### src/rtl/core/nalsplit_pkg.sv
// ----------------------------------------------------------------------------
// nalsplit_pkg: shared types and helpers for the Annex B unit splitter
// Offset width, header field constants and the unit report record.
// ----------------------------------------------------------------------------
package nalsplit_pkg;

  // Width of the internal byte counter and of stored unit offsets.
  localparam int OFFSET_BITS = 32;

  localparam logic [7:0] START_BYTE = 8'h01;
  localparam logic [7:0] ZERO_BYTE  = 8'h00;
  localparam logic [4:0] TYPE_MASK  = 5'h1F;
  localparam logic [4:0] IDR_TYPE   = 5'd5;

  // Saturated zero run of three or more bytes.
  localparam logic [1:0] RUN_MAX = 2'd3;

  typedef logic [OFFSET_BITS-1:0] offset_t;

  // One unit report, as it leaves the block.
  typedef struct packed {
    logic [31:0] unit_offset;
    logic [31:0] unit_size;
    logic [4:0]  unit_type;
    logic        is_picture;
    logic        is_idr;
    logic [31:0] picture_number;
    logic        stream_end;
  } unit_t;

  // Clip an offset-width value to the 32-bit output range.
  function automatic logic [31:0] clip32(input offset_t v);
    logic [OFFSET_BITS+31:0] wide;
    wide = {32'd0, v};
    if ((wide >> 32) != '0) begin
      clip32 = '1;
    end else begin
      clip32 = wide[31:0];
    end
  endfunction

endpackage

### src/rtl/core/nalsplit_byte_if.sv
// ----------------------------------------------------------------------------
// nalsplit_byte_if: byte stream channel
// Valid/ready channel carrying one stream byte and its end-of-stream mark.
// ----------------------------------------------------------------------------
interface nalsplit_byte_if;
  logic       valid;
  logic       ready;
  logic [7:0] data_byte;
  logic       last_byte;

  modport source (output valid, output data_byte, output last_byte, input ready);
  modport sink (input valid, input data_byte, input last_byte, output ready);
endinterface

### src/rtl/core/nalsplit_unit_if.sv
// ----------------------------------------------------------------------------
// nalsplit_unit_if: unit report channel
// Valid/ready channel carrying one report per completed unit.
// ----------------------------------------------------------------------------
interface nalsplit_unit_if;
  logic        valid;
  logic        ready;
  logic [31:0] unit_offset;
  logic [31:0] unit_size;
  logic [4:0]  unit_type;
  logic        is_picture;
  logic        is_idr;
  logic [31:0] picture_number;
  logic        stream_end;

  modport source (
    output valid, output unit_offset, output unit_size, output unit_type,
    output is_picture, output is_idr, output picture_number,
    output stream_end, input ready
  );
  modport sink (
    input valid, input unit_offset, input unit_size, input unit_type,
    input is_picture, input is_idr, input picture_number,
    input stream_end, output ready
  );
endinterface

### src/rtl/core/nalsplit_report.sv
// ----------------------------------------------------------------------------
// nalsplit_report: unit report formatter
// Builds the report record of a closing unit from its bounds and type.
// ----------------------------------------------------------------------------
module nalsplit_report (
  input  nalsplit_pkg::offset_t unit_start,
  input  nalsplit_pkg::offset_t unit_end,
  input  logic [4:0]            header_type,
  input  logic [31:0]           picture_count,
  input  logic                  at_end,
  output nalsplit_pkg::unit_t   report,
  output logic                  picture
);

  nalsplit_pkg::offset_t size;

  always_comb begin
    size = (unit_end >= unit_start) ? unit_end - unit_start : '0;
    picture = header_type inside {[5'd1:5'd5]};

    report.unit_offset    = nalsplit_pkg::clip32(unit_start);
    report.unit_size      = nalsplit_pkg::clip32(size);
    report.unit_type      = header_type;
    report.is_picture     = picture;
    report.is_idr         = (header_type == nalsplit_pkg::IDR_TYPE);
    report.picture_number = picture ? picture_count : 32'd0;
    report.stream_end     = at_end;
  end

endmodule

### src/rtl/core/h264_annexb_nal_splitter_core.sv
// ----------------------------------------------------------------------------
// h264_annexb_nal_splitter_core: Annex B start code parser
// Scans an H.264 Annex B byte stream and reports the bounds and type of
// every unit it contains.
// ----------------------------------------------------------------------------
//
//   Channel  Direction  Word                    Notes
//   stream   in         data_byte, last_byte    one stream byte per word
//   units    out        unit report (7 fields)  at most one per input word
//
// One byte is taken per clock while ready. The scan state (byte counter, zero
// run, open unit) updates at the edge that takes a byte, and any report that
// byte causes lands in the output register at the same edge, so a report
// shows the cycle after its byte. The output register is a single stage: a new
// byte is taken when that register is empty or is being drained in the same
// cycle, so a stalled consumer stalls the input only while a report waits.
// rst is synchronous and clears the scan state and the output valid flag.
// ----------------------------------------------------------------------------
module h264_annexb_nal_splitter_core (
  input logic             clk,
  input logic             rst,
  nalsplit_byte_if.sink   stream,
  nalsplit_unit_if.source units
);

  localparam nalsplit_pkg::offset_t OFFSET_MAX = '1;

  // Scan state.
  nalsplit_pkg::offset_t byte_count;
  logic [1:0]            zero_run;
  logic                  unit_open;
  logic                  header_pending;
  nalsplit_pkg::offset_t open_unit_start;
  logic [4:0]            open_unit_type;
  logic [31:0]           picture_count;

  // Output register.
  logic                  out_valid;
  nalsplit_pkg::unit_t   out_unit;

  logic                  take;
  logic                  start_code;
  logic                  close_by_code;
  logic                  close_by_end;
  logic                  emit;
  logic [4:0]            byte_type;
  logic [4:0]            closing_type;
  nalsplit_pkg::offset_t code_start;
  nalsplit_pkg::offset_t end_pos;
  nalsplit_pkg::offset_t closing_end;
  nalsplit_pkg::unit_t   report;
  logic                  report_picture;

  // A byte may enter when the result register is free or drains this cycle.
  assign stream.ready = !out_valid || units.ready;
  assign take         = stream.valid && stream.ready;

  always_comb begin
    byte_type  = stream.data_byte[4:0] & nalsplit_pkg::TYPE_MASK;
    start_code = (stream.data_byte == nalsplit_pkg::START_BYTE) && (zero_run >= 2'd2);

    // Three or more zeros: the unit starts three bytes before the 01;
    // extra leading zeros stay with the previous unit.
    if (zero_run == nalsplit_pkg::RUN_MAX) begin
      code_start = (byte_count >= nalsplit_pkg::offset_t'(3))
                   ? byte_count - nalsplit_pkg::offset_t'(3) : '0;
    end else begin
      code_start = (byte_count >= nalsplit_pkg::offset_t'(2))
                   ? byte_count - nalsplit_pkg::offset_t'(2) : '0;
    end

    // A start code closes a unit only once that unit has its header byte.
    close_by_code = start_code && unit_open && !header_pending;
    // The last byte closes the open unit; if it is the header byte itself,
    // the unit ends right here and takes its type from this byte. A start
    // code that ends the stream opens a unit with no header, which is dropped.
    close_by_end  = stream.last_byte && !start_code && unit_open;
    emit          = close_by_code || close_by_end;

    end_pos      = (byte_count == OFFSET_MAX) ? OFFSET_MAX
                   : byte_count + nalsplit_pkg::offset_t'(1);
    closing_end  = close_by_code ? code_start : end_pos;
    closing_type = (header_pending && !close_by_code) ? byte_type : open_unit_type;
  end

  nalsplit_report u_report (
    .unit_start    (open_unit_start),
    .unit_end      (closing_end),
    .header_type   (closing_type),
    .picture_count (picture_count),
    .at_end        (stream.last_byte),
    .report        (report),
    .picture       (report_picture)
  );

  // Scan state update.
  always_ff @(posedge clk) begin
    if (rst) begin
      byte_count      <= '0;
      zero_run        <= '0;
      unit_open       <= 1'b0;
      header_pending  <= 1'b0;
      open_unit_start <= '0;
      open_unit_type  <= '0;
      picture_count   <= '0;
    end else if (take) begin
      if (stream.last_byte) begin
        // The next byte begins a fresh stream at offset zero.
        byte_count      <= '0;
        zero_run        <= '0;
        unit_open       <= 1'b0;
        header_pending  <= 1'b0;
        open_unit_start <= '0;
        open_unit_type  <= '0;
        picture_count   <= '0;
      end else begin
        if (byte_count != OFFSET_MAX) begin
          byte_count <= byte_count + nalsplit_pkg::offset_t'(1);
        end
        if (emit && report_picture && (picture_count != 32'hFFFF_FFFF)) begin
          picture_count <= picture_count + 32'd1;
        end
        if (start_code) begin
          unit_open       <= 1'b1;
          header_pending  <= 1'b1;
          open_unit_start <= code_start;
          open_unit_type  <= '0;
          zero_run        <= '0;
        end else begin
          // The header byte is ordinary data too: a zero header counts
          // toward the next zero run.
          if (header_pending) begin
            open_unit_type <= byte_type;
            header_pending <= 1'b0;
          end
          if (stream.data_byte == nalsplit_pkg::ZERO_BYTE) begin
            if (zero_run != nalsplit_pkg::RUN_MAX) begin
              zero_run <= zero_run + 2'd1;
            end
          end else begin
            zero_run <= '0;
          end
        end
      end
    end
  end

  // Result register.
  always_ff @(posedge clk) begin
    if (rst) begin
      out_valid <= 1'b0;
    end else if (take) begin
      out_valid <= emit;
    end else if (units.ready) begin
      out_valid <= 1'b0;
    end
  end

  always_ff @(posedge clk) begin
    if (take && emit) begin
      out_unit <= report;
    end
  end

  assign units.valid          = out_valid;
  assign units.unit_offset    = out_unit.unit_offset;
  assign units.unit_size      = out_unit.unit_size;
  assign units.unit_type      = out_unit.unit_type;
  assign units.is_picture     = out_unit.is_picture;
  assign units.is_idr         = out_unit.is_idr;
  assign units.picture_number = out_unit.picture_number;
  assign units.stream_end     = out_unit.stream_end;

endmodule
### src/flat_wrapper.sv
// flat-port wrapper written by rule: the top's interface ports become plain ports
module h264_annexb_nal_splitter_core_flat 
  (clk, rst, stream_valid, stream_data_byte, stream_last_byte, stream_ready, units_valid, units_unit_offset, units_unit_size, units_unit_type, units_is_picture, units_is_idr, units_picture_number, units_stream_end, units_ready);
  nalsplit_byte_if stream_i ();
  nalsplit_unit_if units_i ();
  input logic clk;
  input logic rst;
  input wire logic [$bits(stream_i.valid)-1:0] stream_valid;
  input wire logic [$bits(stream_i.data_byte)-1:0] stream_data_byte;
  input wire logic [$bits(stream_i.last_byte)-1:0] stream_last_byte;
  output wire logic [$bits(stream_i.ready)-1:0] stream_ready;
  output wire logic [$bits(units_i.valid)-1:0] units_valid;
  output wire logic [$bits(units_i.unit_offset)-1:0] units_unit_offset;
  output wire logic [$bits(units_i.unit_size)-1:0] units_unit_size;
  output wire logic [$bits(units_i.unit_type)-1:0] units_unit_type;
  output wire logic [$bits(units_i.is_picture)-1:0] units_is_picture;
  output wire logic [$bits(units_i.is_idr)-1:0] units_is_idr;
  output wire logic [$bits(units_i.picture_number)-1:0] units_picture_number;
  output wire logic [$bits(units_i.stream_end)-1:0] units_stream_end;
  input wire logic [$bits(units_i.ready)-1:0] units_ready;
  assign stream_i.valid = stream_valid;
  assign stream_i.data_byte = stream_data_byte;
  assign stream_i.last_byte = stream_last_byte;
  assign stream_ready = stream_i.ready;
  assign units_valid = units_i.valid;
  assign units_unit_offset = units_i.unit_offset;
  assign units_unit_size = units_i.unit_size;
  assign units_unit_type = units_i.unit_type;
  assign units_is_picture = units_i.is_picture;
  assign units_is_idr = units_i.is_idr;
  assign units_picture_number = units_i.picture_number;
  assign units_stream_end = units_i.stream_end;
  assign units_i.ready = units_ready;
  h264_annexb_nal_splitter_core u_core (.clk(clk), .rst(rst), .stream(stream_i), .units(units_i));
endmodule
### config.mk
export PLATFORM = sky130hd
export DESIGN_NAME = h264_annexb_nal_splitter_core_flat
export DESIGN_NICKNAME = d
export VERILOG_FILES = /design/src/rtl/core/nalsplit_pkg.sv /design/src/rtl/core/nalsplit_byte_if.sv /design/src/rtl/core/nalsplit_unit_if.sv /design/src/rtl/core/nalsplit_report.sv /design/src/rtl/core/h264_annexb_nal_splitter_core.sv /design/src/flat_wrapper.sv
export SDC_FILE = /design/constraint.sdc
export NUM_CORES = 1
export LEC_CHECK = 0
export BUFFER_PORTS_ARGS = -buffer_cell sky130_fd_sc_hd__buf_2
export CAP_MARGIN = 10
export CORE_MARGIN = 4
export CORE_UTILIZATION = 40
export DETAILED_ROUTE_END_ITERATION = 8
export PLACE_DENSITY_LB_ADDON = 0.05
export SYNTH_ARGS = -nofsm -noshare
export SYNTH_HDL_FRONTEND = slang
export SYNTH_SLANG_ARGS = --single-unit
### constraint.sdc
create_clock -name clk -period 9.1 [get_ports clk]
set_clock_uncertainty 0.1 [all_clocks]
set_input_delay 0.91 -clock clk [delete_from_list [all_inputs] [get_ports clk]]
set_output_delay 0.91 -clock clk [all_outputs]
set_load 0.1 [all_outputs]
Word-level counts from Yosys, hierarchy flattened
Index checks and enable logic that the tools add are counted.

word-level totals
  bits in registers = 210
  input port bits = 13
  output and inout port bits = 106
  logic and storage cells = 88

cells by class
  add/subtract/negate cells = 6
  $lt $le $gt $ge = 6
  equal/unequal tests = 8
  multiplexer cells = 25
  reductions and logical operators = 28

operators with widths
  kind                     number
  $mux W32                 11
  $add A32 B1 Y32 const B  2
  $ge A32 B2 Y1 const B    2
  $ne A32 B32 Y1 const B   2
  $sub A32 B2 Y32 const B  2
  $eq A32 B32 Y1 const B   1
  $ge A32 B32 Y1           1
  $sub A32 B32 Y32         1
  $mux W5                  4
  $logic_and A1 B1 Y1      11
  $reduce_and A2 Y1        5
  $eq A8 B1 Y1 const B     1
  $logic_not A8 Y1         1
  $mux W2                  4
  $reduce_bool A2 Y1       4
  $mux W1                  6
  $eq A5 B3 Y1 const B     1
  $ge A5 B1 Y1 const B     1
  $le A5 B3 Y1 const B     1
  $logic_not A1 Y1         4
  $ne A4 B3 Y1 const B     1
  $reduce_bool A3 Y1       1
  $add A2 B1 Y2 const B    1
  $eq A2 B2 Y1 const B     1
  3 further kinds          4

Logic depth before layout (Yosys ltp)
  word-level depth = 13
  gate-level depth with buffers = 22
  gate-level depth less buffers = 19

Modules after synthesis
Synthesis repeated with hierarchy kept, for this count alone.

unflattened totals
  cells, all modules = 1501
  area, all modules = 13038.8 um2

modules (own cells, without submodules)
  module                         times used  cells an instance  area each (um2)  seq. area each (um2)
  h264_annexb_nal_splitter_core  1           1068               10167.3          5245.0
  nalsplit_report                1           433                2871.5           0.0

Worst setup path after synthesis
No wires, ideal clock.

  path kind = input to register
  start point = in units_ready
  end point = reg u_core.picture_count[27]
  library setup time = 0.070 ns
  data arrival time = 8.468 ns
  required time = 8.930 ns
  setup slack = 0.462 ns
  stages = 8
  buffers on the path = 1
  path through = nand2b_1 nand3_1 a21oi_1 o211a_1 o2111ai_1 buf_1 or3_1 a21oi_1

between the ends
  word-level cells in the longest chain between the ends = 3

RTL lines
  item                                line                                  source
  start, declared                     flat_wrapper.sv:20                    input wire logic [$bits(units_i.ready)-1:0] units_ready;
  $logic_or A1 B1 Y1                  h264_annexb_nal_splitter_core.sv:55   assign stream.ready = !out_valid || units.ready;
  $logic_and A1 B1 Y1                 h264_annexb_nal_splitter_core.sv:56   assign take = stream.valid && stream.ready;
  $reduce_and A2 Y1 (no source line)  --
  end signal, assigned                h264_annexb_nal_splitter_core.sv:121  picture_count <= picture_count + 32'd1;
  end, declared                       h264_annexb_nal_splitter_core.sv:35   logic [31:0] picture_count;

Every way passes these cells.
A chain may end at the register's enable or synchronous reset.

Worst setup path after layout
  start point = reg u_core.byte_count[0]
  end point = reg u_core.out_unit (netlist bit u_core.units.unit_size[26]) (data pin)

between the ends
  word-level cells in the longest chain between the ends = 5
  elaborated cells between the ends (all ways) = 13
  those cells by class = 4 x add/sub; 3 x order compare; 1 x eq/ne; 5 x mux

RTL lines
  item                                                line                                                                      source
  start, declared                                     h264_annexb_nal_splitter_core.sv:29                                       nalsplit_pkg::offset_t byte_count;
  start signal, assigned                              h264_annexb_nal_splitter_core.sv:118                                      byte_count <= byte_count + nalsplit_pkg::offset_t'(1);
  $sub A32 B2 Y32, or another cell as far along       h264_annexb_nal_splitter_core.sv:69                                       ? byte_count - nalsplit_pkg::offset_t'(2) : '0;
  $mux W32, on equally long branches                  h264_annexb_nal_splitter_core.sv:69, h264_annexb_nal_splitter_core.sv:66
  $mux W32                                            h264_annexb_nal_splitter_core.sv:64                                       if (zero_run == nalsplit_pkg::RUN_MAX) begin
  $mux W32 (*)                                        h264_annexb_nal_splitter_core.sv:82                                       closing_end = close_by_code ? code_start : end_pos;
  $sub A32 B32 Y32 or $ge A32 B32 Y1 (tied branches)  nalsplit_report.sv:18                                                     size = (unit_end >= unit_start) ? unit_end - unit_start : '0;
  end signal, assigned                                h264_annexb_nal_splitter_core.sv:161                                      out_unit <= report;
  end, declared                                       h264_annexb_nal_splitter_core.sv:39                                       nalsplit_pkg::unit_t out_unit;

Every way passes the cells marked *; elsewhere a longest branch is shown, timed or not.

==> results.txt <==
- Counting distinct cell types in the post-synthesis netlist gives 80.
* Via count: 10500
- Number of storage elements in the synthesis netlist: 210
- Number of violations reported at the end of detailed-routing iteration 0: 744
* Dpl ws: 2.38 ns
- Dominant register cell in the synthesized netlist: dfxtp_1
* Startpoint type of the worst setup path: flop
* Max-slew headroom: 0.237
* Setup Fix Bufs, Post-CTS: 0
- The floorplan has 63 rows.
* Compound-gate portion of the synthesized area: 0.198
- Synthesized area divided by synthesized cell count: 8.74 sq um
* Vias in the first global route: 9635
- Clock slew at the register clock pins of the worst setup and hold paths: 0.06 ns
- After synthesis, the share of cell area in mux cells is 0.0130.
* Remaining antenna violation count after routing: 0
* Highest clock rate: about 150 MHz
* Synthesis-to-finish area growth: 13.6%
- Num Clock Sinks: 210
* Data required, critical path: 9.33 ns
* Count of endpoints failing hold in the final timing report: 0
- The share of the Yosys chip area taken by registers is 0.432.
- Net count after synthesis: 1444
* Classification of the worst-slack hold path: flop to flop
- Initial antenna violation count: 0
* CTS H-tree lvls: 1
* # fillers: 2963
- Post-synth EDFFs: 104
* Crit path kind: flop to flop
* Setup WS post-layout: roughly 2.2 ns
* Count of unresolved DRC violations after routing: 0
* Max-slew violation total from the final report: 0
- Global routing usage summed across all routing layers: 0.207
- Clock tree from TritonCTS: built
* Nets: 1505
- Time the worst path needs with I/O delays and setup: slightly below 7 ns
- Post-Synth Simple-Gate Area: 0.221
- # hold bufs at CTS: 0
* Maxcap violations: 0
- Gates resized during post-CTS repair numbered 0.
- In this run the power density over the cells is between 100 and 150 mW/mm^2.
- Wires add up to around 36000 um.
- Detail Placement HPWL: 26600 um
- The first global-routing pass estimated 55800 um of wire.
* Critical path arrival: about 7.1 ns
- Of the available clock period, the critical path in the final layout requires 0.757.
* DR WL/cell: 19.2 um
- In the routed layout, each cell is associated on average with a via count of roughly 5.7.
- For this run, the detailed router's first-pass iteration total came to 5.
- The later pin in the worst-skew pair is clocked with a latency of 0.54 ns.
- Bufs on Longest Clock Path: 3
- Largest family of logic cells by synthesized area: simple AND/OR/NAND/NOR gates
* Parity-gate share of the synthesized area counting xor and xnor cells: 0.0425
- Vert. Die Dim: 182 um
* Share of cells above drive strength 1: 0.135
- Maximum ir drop on the vdd rail: 0.117 mV
* Crit. End Element: flop
* Share of synthesized flip-flops with an asynchronous set or reset: 0
- Top Ports: 119
- Number of instances in the synthesized netlist: 1390
- For this configuration, the core starts out at a cell density of 0.408.
* RSZ-0062 raised after global routing: false
* Actual transition at the worst max-transition pin: about 1.1 ns
- Static power due to leakage: about 5.5 nW
- Arithmetic-cell share of the synthesized area counting full adders, half adders and majority gates: 0.0429
- Warning count from the yosys run: 0
- Antenna cell count: 0
* GRT overflow: 0
- After routing, the total negative slack on setup checks comes to 0 ns.
- Clock tree synthesis selected as its root buffer the cell clkbuf_16.
- Setup violations remaining at the end of the flow were counted as 0.
- Pin count of the biggest net entering global routing: 67
- Count of buffers inserted at the top-level ports: 118
- The floorplan step defined a core boundary enclosing 0.0298 sq mm.
- The flow ran to the end, and the final reports show no timing, DRC or antenna violations.
* Horizontal die dimension: 182 um
- TritonCTS created 24 clock buffers.
- The cell area that synthesis handed to floorplanning was 0.0121 sq mm.
- The die covers between 0.03 and 0.04 sq mm.
- Routability-driven placement finished with a final weighted congestion of 0.935.
* Crit Path Max Fanout: 32
## cell usage in the layout (no fill, tap or decap), types with 17 or more instances in the layout
| master | Yosys | final |
|---|---|---|
| and2_1 | 43 | 43 |
| nor4_1 | 19 | 18 |
| nor3_1 | 71 | 71 |
| o21ai_0 | 102 | 101 |
| buf_2 | 7 | 118 |
| a22o_1 | 20 | 20 |
| ha_1 | 40 | 40 |
| a21oi_1 | 85 | 84 |
| nor2_1 | 130 | 128 |
| nand3_1 | 38 | 38 |
| o22ai_1 | 17 | 17 |
| nand4_1 | 23 | 23 |
| a31oi_1 | 18 | 18 |
| xor2_1 | 19 | 19 |
| and3_1 | 17 | 17 |
| inv_1 | 60 | 60 |
| xnor2_1 | 40 | 40 |
| nand2_1 | 114 | 114 |
| a21o_1 | 18 | 18 |
| or3_1 | 35 | 35 |
| edfxtp_1 | 104 | 104 |
| dfxtp_1 | 106 | 106 |
| clkbuf_16 | 0 | 24 |
## cells in the mapped netlist, types with 7 or more instances
library cell,instances,area [sq um]
o31ai_1,14,105
nand4_1,23,144
edfxtp_1,104,3120
nor3_1,71,355
nor2_1,130,488
buf_2,7,35.0
nand2b_1,8,50.1
a21o_1,18,135
a22oi_1,16,120
a21oi_1,85,425
nand3_1,38,190
a31oi_1,18,113
o21ai_0,102,510
o21a_1,8,60.1
a22o_1,20,175
and2_1,43,269
nor4_1,19,119
mux2i_1,9,90.1
nand2_1,114,428
xor2_1,19,166
clkbuf_1,82,308
and4_1,7,61.3
xnor2_1,40,350
inv_1,60,225
ha_1,40,500
o22ai_1,17,106
and3_1,17,106
or3_1,35,219
dfxtp_1,106,2120
## area by class of cell
type,instances,area (sq um),share of cell area
Clock buffer,33,644,0.0467
Clock inverter,11,183,0.0132
Inverter,60,225,0.0163
Multi-Input combinational cell,1025,6330,0.459
Sequential cell,210,5250,0.380
Tap cell,390,488,0.0354
Timing Repair Buffer,130,681,0.0493
## worst max-delay path, cell delays in order, from the launching register on
cell	delay (ns)
dfxtp_1	0.54
ha_1	0.46
and4_1	0.38
nand4_1	0.22
nor4_1	0.59
nand3_1	0.72
and2_1	0.58
o21ai_0	0.21
o31ai_1	0.13
ha_1	0.23
inv_1	0.07
fa_1	0.23
a211oi_1	0.11
o211ai_1	0.29
a21oi_1	0.18
o31ai_1	0.57
o21ai_1	0.22
nand3b_1	0.15
a2111oi_2	0.07
buf_4	0.24
nor4_1	0.36
## registers in the layout (all words and copies together), names as in the netlist, 2 cells and up
name	count
u_core.units.unit_size	32
u_core.byte_count	32
u_core.open_unit_start	32
u_core.picture_count	32
u_core.units.unit_type	5
u_core.open_unit_type	5
u_core.units.picture_number	32
u_core.units.unit_offset	32
u_core.zero_run	2
## final timing paths
path / cells past startpoint / slack, ns / start / end
setup / recovery: 20 / 2.21 / u_core.byte_count[0] / u_core.units.unit_size[26]
hold / removal: 0 / 0.36 / u_core.open_unit_start[25] / u_core.units.unit_offset[25]
setup reg to reg: 20 / 2.21 / u_core.byte_count[0] / u_core.units.unit_size[26]
hold reg to reg: 0 / 0.36 / u_core.open_unit_start[25] / u_core.units.unit_offset[25]
## where the power goes
part | internal [mW] | switching (mW) | total, mW | leakage [nW]
Combinational | 0.0211 | 0.0455 | 0.0666 | 3.19
Clock | 0.612 | 0.396 | 1.01 | 0.400
Sequential | 0.986 | 0.00110 | 0.987 | 1.92
## per-layer routing
| metal | wire length [um] | vias up | GRT usage |
|---|---|---|---|
| li1 | - | 5221 | - |
| met1 | 17900 | 4950 | 0.323 |
| met2 | 14900 | 320 | 0.305 |
| met3 | 2250 | 48 | 0.0285 |
| met4 | 657 | 0 | 0.0429 |
| met5 | 0 | - | 0 |
## logic make-up (layout without fill, tap and decap cells)
logic type / Yosys count / after routing
and+or+nand+nor: 537 / 537
AOI/OAI and AO/OA: 373 / 373
DFF: 210 / 210
buffers and inverters: 155 / 234
xor gates and xnor gates: 59 / 59
adders and majority gates: 41 / 41
muxes: 15 / 15
## per-stage QoR
step	cell area, sq um	power, mW	hold WS, ns	util	cells
6_report	13800	2.06	0.365	0.463	1859
2_1_floorplan	12100	1.05	0.330	-	1390
4_1_cts	13800	2.09	0.369	0.463	1859
5_1_grt	13800	2.14	0.382	0.463	1859
3_3_place_gp	13000	1.07	0.349	0.435	1815
3_5_place_dp	13000	1.07	0.355	0.435	1815
(Power assumes the default switching activity.)
